<file path="src/sv/bul_pkg.sv">
// Shared types and constants for the bounded unique-ID list.
// No dependencies; imported by every RTL module of the block.
package bul_pkg;

    localparam int ID_W   = 32;   // stored ID width
    localparam int CNT_W  = 5;    // entry count and capacity width
    localparam int IDX_W  = 8;    // slot index, enough for 256 slots
    localparam int SLOT_W = 9;    // slot number incl. the value 256
    localparam int IN_W   = 40;   // mode + ID, padded to bytes
    localparam int OUT_W  = 8;    // ok + count, padded to bytes
    localparam int ADDR_W = 3;
    localparam int DATA_W = 32;

    localparam logic [CNT_W-1:0] CAP_RESET = 5'd16;
    localparam logic             REG_CAPACITY = 1'b0;   // word index of capacity_limit

    typedef enum logic [1:0] {
        MODE_ADD    = 2'd0,
        MODE_REMOVE = 2'd1,
        MODE_CLEAR  = 2'd2,
        MODE_QUERY  = 2'd3
    } mode_t;

    typedef enum logic {
        ST_IDLE  = 1'b0,
        ST_APPLY = 1'b1
    } st_t;

    // Broadcast to every cell
    typedef struct packed {
        logic              add;         // write key into slot at count
        logic              remove;      // slots at/above remove_idx take neighbour
        logic [CNT_W-1:0]  count;       // entries currently held
        logic [IDX_W-1:0]  remove_idx;  // slot of the matched entry
    } cell_ctl_t;

endpackage

</file>
<file path="src/sv/bul_cell.sv">
// One slot of the ID chain: holds an ID, compares it with the key,
// loads the key on append or its upper neighbour's ID on remove. Uses bul_pkg.
module bul_cell #(
    parameter int INDEX = 0
) (
    input  logic                      clk,
    input  logic [bul_pkg::ID_W-1:0]  key,
    input  bul_pkg::cell_ctl_t        ctl,
    input  logic [bul_pkg::ID_W-1:0]  next_id,
    output logic [bul_pkg::ID_W-1:0]  id,
    output logic                      hit
);
    import bul_pkg::*;

    localparam logic [SLOT_W-1:0] SLOT = SLOT_W'(INDEX);

    logic [ID_W-1:0] id_reg;
    logic [ID_W-1:0] id_next;
    logic            live;

    assign live = SLOT < {{(SLOT_W-CNT_W){1'b0}}, ctl.count};
    assign hit  = live && (id_reg == key);
    assign id   = id_reg;

    always_comb
    begin
        id_next = id_reg;
        if (ctl.add && (SLOT == {{(SLOT_W-CNT_W){1'b0}}, ctl.count}))
        begin
            id_next = key;
        end
        else if (ctl.remove && (SLOT >= {1'b0, ctl.remove_idx}))
        begin
            id_next = next_id;
        end
    end

    always_ff @(posedge clk)
    begin
        id_reg <= id_next;
    end

endmodule

</file>
<file path="src/sv/bul_hit_enc.sv">
// Turns the cells' hit vector into a found flag and a slot index.
// At most one cell hits, since held IDs are distinct. Uses bul_pkg.
module bul_hit_enc #(
    parameter int DEPTH = 16
) (
    input  logic [DEPTH-1:0]          match,
    output logic                      any,
    output logic [bul_pkg::IDX_W-1:0] idx
);
    import bul_pkg::*;

    assign any = |match;

    // OR of the indices of hitting slots; single hit gives its index
    always_comb
    begin
        idx = '0;
        for (int i = 0; i < DEPTH; i++)
        begin
            if (match[i])
            begin
                idx = idx | IDX_W'(i);
            end
        end
    end

endmodule

</file>
<file path="src/sv/bounded_unique_id_list_top.sv">
// Bounded unique-ID list, top level: FSM, count, capacity register and the cell chain.
// Depends on bul_pkg, bul_cell and bul_hit_enc.
//
// Use:
//   Input stream (s_*): one transfer per operation, s_tdata = {pad, item_id, mode}.
//   mode: add, remove, clear all, query membership.
//   Output stream (m_*): one transfer per operation, m_tdata = {pad, entry_count, ok}.
//   APB port: capacity_limit at address 0 (reads back), reset value 16.
// Timing:
//   In the accept cycle every cell compares the incoming ID with its own entry at once
//   and the hit encoder's matching slot is registered; once the output register is free,
//   the chain applies the change (append at the tail, or every slot from the hit upward
//   takes its upper neighbour's ID) and the result is registered onto m_tvalid/m_tdata.
//   A new item is accepted only after the previous one has been applied.
// Reset: count cleared to zero, output empty, capacity back to 16. ID slots are not
//   reset; slots at or above the count are never read.
// Stall: the result sits in the output register; the next item is accepted meanwhile,
//   and its apply step waits until the output register is free.
module bounded_unique_id_list_top #(
    parameter int DEPTH = 16
) (
    input  logic                        clk,
    input  logic                        rst_n,
    // input stream
    input  logic                        s_tvalid,
    output logic                        s_tready,
    input  logic [bul_pkg::IN_W-1:0]    s_tdata,   // [1:0] mode, [33:2] item_id, [39:34] 0
    // result stream
    output logic                        m_tvalid,
    input  logic                        m_tready,
    output logic [bul_pkg::OUT_W-1:0]   m_tdata,   // [0] ok, [5:1] entry_count, [7:6] 0
    // configuration
    input  logic                        psel,
    input  logic                        penable,
    input  logic                        pwrite,
    input  logic [bul_pkg::ADDR_W-1:0]  paddr,
    input  logic [bul_pkg::DATA_W-1:0]  pwdata,
    output logic [bul_pkg::DATA_W-1:0]  prdata,
    output logic                        pready
);
    import bul_pkg::*;

    st_t               state_reg, state_next;
    mode_t             mode_reg;
    logic [ID_W-1:0]   key_reg;
    logic              hit_reg;
    logic [IDX_W-1:0]  idx_reg;
    logic [CNT_W-1:0]  count_reg, count_next;
    logic [CNT_W-1:0]  cap_reg;
    logic              m_valid_reg, m_valid_next;
    logic              ok_reg, ok_next;
    logic [CNT_W-1:0]  cnt_out_reg;

    logic              in_xfer;
    logic              out_free;
    logic              apply_go;
    logic [ID_W-1:0]   in_id;
    logic [ID_W-1:0]   key;
    logic [DEPTH-1:0]  match;
    logic              any_hit;
    logic [IDX_W-1:0]  hit_idx;
    logic [SLOT_W-1:0] cap_ext;
    logic [SLOT_W-1:0] eff_cap;
    logic              has_room;
    cell_ctl_t         ctl;

    logic [ID_W-1:0]   cell_id [DEPTH];

    // ---------------- configuration ----------------
    assign pready = 1'b1;
    assign prdata = (paddr[2] == REG_CAPACITY) ? {{(DATA_W-CNT_W){1'b0}}, cap_reg} : '0;

    always_ff @(posedge clk or negedge rst_n)
    begin
        if (!rst_n)
        begin
            cap_reg <= CAP_RESET;
        end
        else if (psel && penable && pwrite && pready && (paddr[2] == REG_CAPACITY))
        begin
            cap_reg <= pwdata[CNT_W-1:0];
        end
    end

    // A capacity above the slot count acts as the slot count
    assign cap_ext  = {{(SLOT_W-CNT_W){1'b0}}, cap_reg};
    assign eff_cap  = (cap_ext > SLOT_W'(DEPTH)) ? SLOT_W'(DEPTH) : cap_ext;
    assign has_room = {{(SLOT_W-CNT_W){1'b0}}, count_reg} < eff_cap;

    // ---------------- handshakes ----------------
    assign s_tready = (state_reg == ST_IDLE);
    assign in_xfer  = s_tvalid && s_tready;
    assign out_free = !m_valid_reg || m_tready;
    assign apply_go = (state_reg == ST_APPLY) && out_free;

    assign in_id = s_tdata[ID_W+1:2];
    // cells compare the incoming ID while idle, write the held key while applying
    assign key   = (state_reg == ST_IDLE) ? in_id : key_reg;

    // ---------------- cell chain ----------------
    for (genvar i = 0; i < DEPTH; i++)
    begin : g_cell
        logic [ID_W-1:0] upper_id;
        if (i == DEPTH - 1)
        begin : g_last
            assign upper_id = cell_id[i];
        end
        else
        begin : g_mid
            assign upper_id = cell_id[i+1];
        end

        bul_cell #(
            .INDEX (i)
        ) u_cell (
            .clk     (clk),
            .key     (key),
            .ctl     (ctl),
            .next_id (upper_id),
            .id      (cell_id[i]),
            .hit     (match[i])
        );
    end

    bul_hit_enc #(
        .DEPTH (DEPTH)
    ) u_enc (
        .match (match),
        .any   (any_hit),
        .idx   (hit_idx)
    );

    // ---------------- control ----------------
    always_comb
    begin
        state_next     = state_reg;
        count_next     = count_reg;
        ok_next        = ok_reg;
        m_valid_next   = m_valid_reg && !m_tready;
        ctl.add        = 1'b0;
        ctl.remove     = 1'b0;
        ctl.count      = count_reg;
        ctl.remove_idx = idx_reg;

        unique case (state_reg)
            ST_IDLE:
            begin
                if (in_xfer)
                begin
                    state_next = ST_APPLY;
                end
            end
            ST_APPLY:
            begin
                if (out_free)
                begin
                    state_next   = ST_IDLE;
                    m_valid_next = 1'b1;
                    unique case (mode_reg)
                        MODE_ADD:
                        begin
                            ok_next = !hit_reg && has_room;
                            if (!hit_reg && has_room)
                            begin
                                ctl.add    = 1'b1;
                                count_next = count_reg + 1'b1;
                            end
                        end
                        MODE_REMOVE:
                        begin
                            ok_next = hit_reg;
                            if (hit_reg)
                            begin
                                ctl.remove = 1'b1;
                                count_next = count_reg - 1'b1;
                            end
                        end
                        MODE_CLEAR:
                        begin
                            ok_next    = 1'b1;
                            count_next = '0;
                        end
                        MODE_QUERY:
                        begin
                            ok_next = hit_reg;
                        end
                        default:
                        begin
                            ok_next = 1'b0;
                        end
                    endcase
                end
            end
            default:
            begin
                state_next = ST_IDLE;
            end
        endcase
    end

    always_ff @(posedge clk or negedge rst_n)
    begin
        if (!rst_n)
        begin
            state_reg   <= ST_IDLE;
            count_reg   <= '0;
            m_valid_reg <= 1'b0;
        end
        else
        begin
            state_reg   <= state_next;
            count_reg   <= count_next;
            m_valid_reg <= m_valid_next;
        end
    end

    // payload registers
    always_ff @(posedge clk)
    begin
        if (in_xfer)
        begin
            mode_reg <= mode_t'(s_tdata[1:0]);
            key_reg  <= in_id;
            hit_reg  <= any_hit;
            idx_reg  <= hit_idx;
        end
        if (apply_go)
        begin
            ok_reg      <= ok_next;
            cnt_out_reg <= count_next;
        end
    end

    assign m_tvalid = m_valid_reg;
    assign m_tdata  = {{(OUT_W-CNT_W-1){1'b0}}, cnt_out_reg, ok_reg};

endmodule

</file>
<file path="config.mk">
export PLATFORM = sky130hd
export DESIGN_NAME = bounded_unique_id_list_top
export DESIGN_NICKNAME = d
export VERILOG_FILES = /design/src/sv/bul_pkg.sv /design/src/sv/bul_cell.sv /design/src/sv/bul_hit_enc.sv /design/src/sv/bounded_unique_id_list_top.sv
export SDC_FILE = /design/constraint.sdc
export NUM_CORES = 1
export LEC_CHECK = 0
export BUFFER_PORTS_ARGS = -buffer_cell sky130_fd_sc_hd__buf_2
export CORE_MARGIN = 10
export CORE_UTILIZATION = 57
export DETAILED_ROUTE_END_ITERATION = 10
export PLACE_DENSITY = 0.87
export SLEW_MARGIN = 20
export SYNTH_ARGS = -nofsm -noshare
export SYNTH_HDL_FRONTEND = slang
export SYNTH_HIERARCHICAL = 1
export SYNTH_SLANG_ARGS = --single-unit
</file>
<file path="constraint.sdc">
create_clock -name clk -period 5.9 [get_ports clk]
set_input_delay 0.59 -clock clk [delete_from_list [all_inputs] [get_ports clk]]
set_output_delay 0.59 -clock clk [all_outputs]
set_load 0.05 [all_outputs]
</file>
==> flow_results.xml <==
<?xml version="1.0" encoding="UTF-8"?>
<metrics>
  <group name="timing">
    <metric name="final_critical_path_setup_slack" unit="ps">1340</metric>
    <metric name="fmax" unit="MHz">219</metric>
    <metric name="skew" unit="ps">43.5</metric>
    <metric name="rsz0062_at_grt" unit="">no</metric>
    <metric name="fin_crit" unit="ps">4560</metric>
    <metric name="fin_worst_hold_slack" unit="ps">136</metric>
    <metric name="tightestPinTransition" unit="ps">1100</metric>
    <metric name="period_share" unit="">0.774</metric>
    <metric name="hold_violation_total_from_the_final_report" unit="">0</metric>
    <metric name="final.setup.tns" unit="ps">0</metric>
    <metric name="setup_violations" unit="">0</metric>
    <metric name="slew_violations" unit="">0</metric>
    <metric name="slew-limit-headroom" unit="">0.268</metric>
  </group>
  <group name="worst_setup_path">
    <metric name="worst_path_required" unit="ps">6140</metric>
    <metric name="crit_path_class" unit="">flip-flop to flip-flop</metric>
    <metric name="crit_path_end_kind" unit="">flip-flop</metric>
    <metric name="r2r_start" unit="">count_reg[1]$_DFF_PN0_</metric>
    <metric name="critical-path-top-cell-by-count" unit="">sky130_fd_sc_hd__buf_4</metric>
    <metric name="cp_slowest_cell" unit="">sky130_fd_sc_hd__a31o_2</metric>
    <metric name="worstPathCellList" unit="">buf_4, ha_1, o2111a_1, o41ai_2, nand2_1, nor4_4, buf_4, nand4_1, nor3_4, buf_4, a31o_2</metric>
    <metric name="reg2reg_depth" unit="">11</metric>
    <metric name="rrSetupSlack" unit="ps">1340</metric>
    <metric name="worst_reg2reg_path_endpoint" unit="">g_cell[7].u_cell/id[11]$_DFFE_PP_</metric>
    <metric name="crit_fanout" unit="">33</metric>
    <metric name="worst_path_largest_cell_delay" unit="ps">730</metric>
    <metric name="cp.arrival" unit="ps">4800</metric>
    <metric name="launching_element_type_of_the_critical_path" unit="">flip-flop</metric>
  </group>
  <group name="final_layout">
    <metric name="stdcell_count" unit="">3040</metric>
    <metric name="post-route-cell-area" unit="mm2">0.0354</metric>
    <metric name="leading_cell_type_in_the_layout_fill_and_taps_excluded" unit="">sky130_fd_sc_hd__edfxtp_1</metric>
    <metric name="final_cell_mix" unit="">561 x sky130_fd_sc_hd__edfxtp_1, 401 x sky130_fd_sc_hd__xor2_1, 349 x sky130_fd_sc_hd__mux2_4, 187 x sky130_fd_sc_hd__mux2_2, 125 x sky130_fd_sc_hd__nor4_1</metric>
    <metric name="max_reg_flops" unit="">512</metric>
    <metric name="fin_nets" unit="">2325</metric>
    <metric name="area_growth_syn_to_layout" unit="%">8.00</metric>
    <metric name="fillerInstances" unit="">3757</metric>
    <metric name="fraction_of_final_layout_cells_with_drive_strength_greater_than_1" unit="">0.346</metric>
  </group>
  <group name="clock_tree">
    <metric name="ctsResizeCount" unit="">0</metric>
    <metric name="tritoncts" unit="">done</metric>
    <metric name="htree_levels" unit="">2</metric>
    <metric name="clkTransAtPathRegs" unit="ps">70</metric>
    <metric name="clk-insertion-delay-late" unit="ps">650</metric>
    <metric name="ctsRootBufferMaster" unit="">sky130_fd_sc_hd__clkbuf_16</metric>
    <metric name="cts_buffer_depth" unit="">3</metric>
    <metric name="cts.hold.buffers_added" unit="">1</metric>
    <metric name="numCtsBuffers" unit="">55</metric>
    <metric name="tritoncts_num_sinks" unit="">573</metric>
    <metric name="postCtsSetupBuffers" unit="">0</metric>
  </group>
  <group name="die">
    <metric name="floorplan.io_pins" unit="">125</metric>
    <metric name="dieHeight" unit="um">260</metric>
    <metric name="die_span_in_x" unit="um">260</metric>
    <metric name="die-area" unit="mm2">0.0675</metric>
    <metric name="starting_density_of_the_core" unit="">0.578</metric>
    <metric name="core_area" unit="mm2">0.0567</metric>
    <metric name="std_cell_rows" unit="">87</metric>
  </group>
  <group name="placed_design">
    <metric name="place_inst" unit="">2935</metric>
    <metric name="place_congestion" unit="">0.969</metric>
    <metric name="place_hpwl" unit="um">56000</metric>
    <metric name="worst_case_setup_slack_after_placement" unit="ps">1500</metric>
    <metric name="numPortBuffers" unit="">59</metric>
    <metric name="placed_cell_area" unit="mm2">0.0337</metric>
  </group>
  <group name="global_routing">
    <metric name="gr-total-overflow" unit="">0</metric>
    <metric name="first_global_vias" unit="">19600</metric>
    <metric name="total_routing_usage_reported_by_global_routing" unit="">0.245</metric>
    <metric name="antenna_found_initial" unit="">2</metric>
    <metric name="maximum_number_of_pins_on_one_net_before_global_route_repair" unit="">44</metric>
    <metric name="grt_pass1_wl" unit="um">124000</metric>
  </group>
  <group name="logic_synthesis">
    <metric name="yosys.cell_types.count" unit="">76</metric>
    <metric name="yosysSeqAreaShare" unit="">0.523</metric>
    <metric name="netlist_instances" unit="">2116</metric>
    <metric name="synth-edff-count" unit="">561</metric>
    <metric name="yosysWarnings" unit="">6</metric>
    <metric name="synth-async-reset-ratio" unit="">0.0209</metric>
    <metric name="synthesis.area_per_instance" unit="um2">15.5</metric>
    <metric name="netlist_area" unit="mm2">0.0328</metric>
    <metric name="synth-seq-cells" unit="">573</metric>
    <metric name="ys.flop_type" unit="">sky130_fd_sc_hd__edfxtp_1</metric>
  </group>
  <group name="min_path">
    <metric name="hold_start" unit="">s_tdata[32]</metric>
    <metric name="hold-path-cell-count" unit="">1</metric>
    <metric name="hold_path_end" unit="">key_reg[30]$_DFFE_PP_</metric>
    <metric name="hold_path_class" unit="">primary input to flip-flop</metric>
  </group>
  <group name="routing">
    <metric name="dr_total_vias" unit="">19400</metric>
    <metric name="detail_route.drc_violations" unit="">0</metric>
    <metric name="antenna_violating_nets_post_route" unit="">0</metric>
    <metric name="first_pass_iters" unit="">6</metric>
    <metric name="drt_iter0_markers" unit="">2670</metric>
    <metric name="viasPerCell" unit="">6.39</metric>
    <metric name="detail_route.wirelength" unit="um">85100</metric>
    <metric name="wl_per_cell" unit="um">28.0</metric>
  </group>
  <group name="run">
    <metric name="max_cap_viols" unit="">0</metric>
  </group>
  <group name="power">
    <metric name="pwr_density_cell" unit="mW/mm2">341</metric>
    <metric name="leakage" unit="nW">13.2</metric>
    <metric name="max-vdd-ir-drop" unit="mV">0.548</metric>
  </group>
  <group name="outcome">
    <metric name="status" unit="">completed</metric>
  </group>
</metrics>
power breakdown:
| part | total, mW | switching (mW) | internal (mW) | leakage (nW) |
|---|---|---|---|---|
| logic | 3.96 | 2.83 | 1.13 | 7.13 |
| registers | 4.67 | 0.0970 | 4.57 | 5.20 |
| clock network | 3.46 | 1.54 | 1.92 | 0.853 |
| total | 12.1 | 4.46 | 7.63 | 13.2 |
critical path: cells and delay by family (launching register included):
family,cells,cell delay [ps]
buffers and inverters,3,1230
adders and majority gates,1,320
and+or+nand+nor,4,1120
AOI/OAI and AO/OA,3,1110
DFF,1,320
cells by family (layout without fill, tap and decap cells):
| group | Yosys count | in the layout | synth area share |
|---|---|---|---|
| AOI/OAI and AO/OA | 50 | 50 | 0.0118 |
| xor gates and xnor gates | 512 | 512 | 0.137 |
| adders and majority gates | 6 | 6 | 0.00229 |
| buffers and inverters | 104 | 240 | 0.0329 |
| DFF | 573 | 573 | 0.523 |
| muxes | 553 | 553 | 0.230 |
| other | 3 | 35 | 0.000343 |
| and+or+nand+nor | 315 | 315 | 0.0634 |
layout make-up:
class	instances	area (um2)	share of cell area
clock buffer	69	1460	0.0412
clock inverter	34	274	0.00774
tap	756	946	0.0267
sequential	573	17100	0.484
antenna	1	2.50	0.0000706
multi-input combinational	1470	14700	0.416
timing repair buffer	128	816	0.0230
inverter	9	33.8	0.000954
cell usage after synthesis (all sizes together), types with 6 or more instances:
| cell type | n | area, um2 |
|---|---|---|
| edfxtp | 561 | 16800 |
| mux2 | 552 | 7520 |
| xor2 | 401 | 3510 |
| nor4 | 132 | 866 |
| xnor2 | 111 | 972 |
| buf | 90 | 1010 |
| nand4 | 48 | 345 |
| nand2 | 33 | 134 |
| nand3 | 27 | 158 |
| nor3 | 25 | 184 |
| nor2 | 14 | 67.6 |
| dfrtp | 11 | 275 |
| inv | 9 | 33.8 |
| o21ai | 9 | 45.0 |
| a21oi | 8 | 40.0 |
| ha | 6 | 75.1 |
| nand4b | 6 | 82.6 |
routing by layer:
metal  vias up  GRT usage  routed length [um]
met5         -          0                   0
met4         0      0.117                4520
met3       278     0.0651               10600
met2      1310      0.383               38200
met1      9650      0.313               31700
li1       8199          -                   -
per-stage QoR:
step,total power [mW],utilization
5_1_grt,12.4,0.625
2_1_floorplan,7.14,-
6_report,12.1,0.625
4_1_cts,12.0,0.624
3_5_place_dp,8.52,0.594
3_3_place_gp,8.39,0.594
worst max-delay path by stage:
| stage | depth (start not counted) | endpoint | from | slack (ps) |
|---|---|---|---|---|
| after CTS | 11 | g_cell[7].u_cell/id[27]$_DFFE_PP_ | count_reg[1]$_DFF_PN0_ | 1390 |
| after detailed placement | 11 | g_cell[7].u_cell/id[27]$_DFFE_PP_ | count_reg[1]$_DFF_PN0_ | 1500 |
| after global placement | 11 | g_cell[7].u_cell/id[26]$_DFFE_PP_ | count_reg[1]$_DFF_PN0_ | 1590 |
| final | 11 | g_cell[7].u_cell/id[11]$_DFFE_PP_ | count_reg[1]$_DFF_PN0_ | 1340 |
| after global routing | 12 | g_cell[7].u_cell/id[27]$_DFFE_PP_ | cap_reg[4]$_DFFE_PN1P_ | 1180 |
| after floorplan | 6 | g_cell[0].u_cell/id[0]$_DFFE_PP_ | m_tvalid$_DFF_PN0_ | 60 |
(Power assumes the default switching activity.)
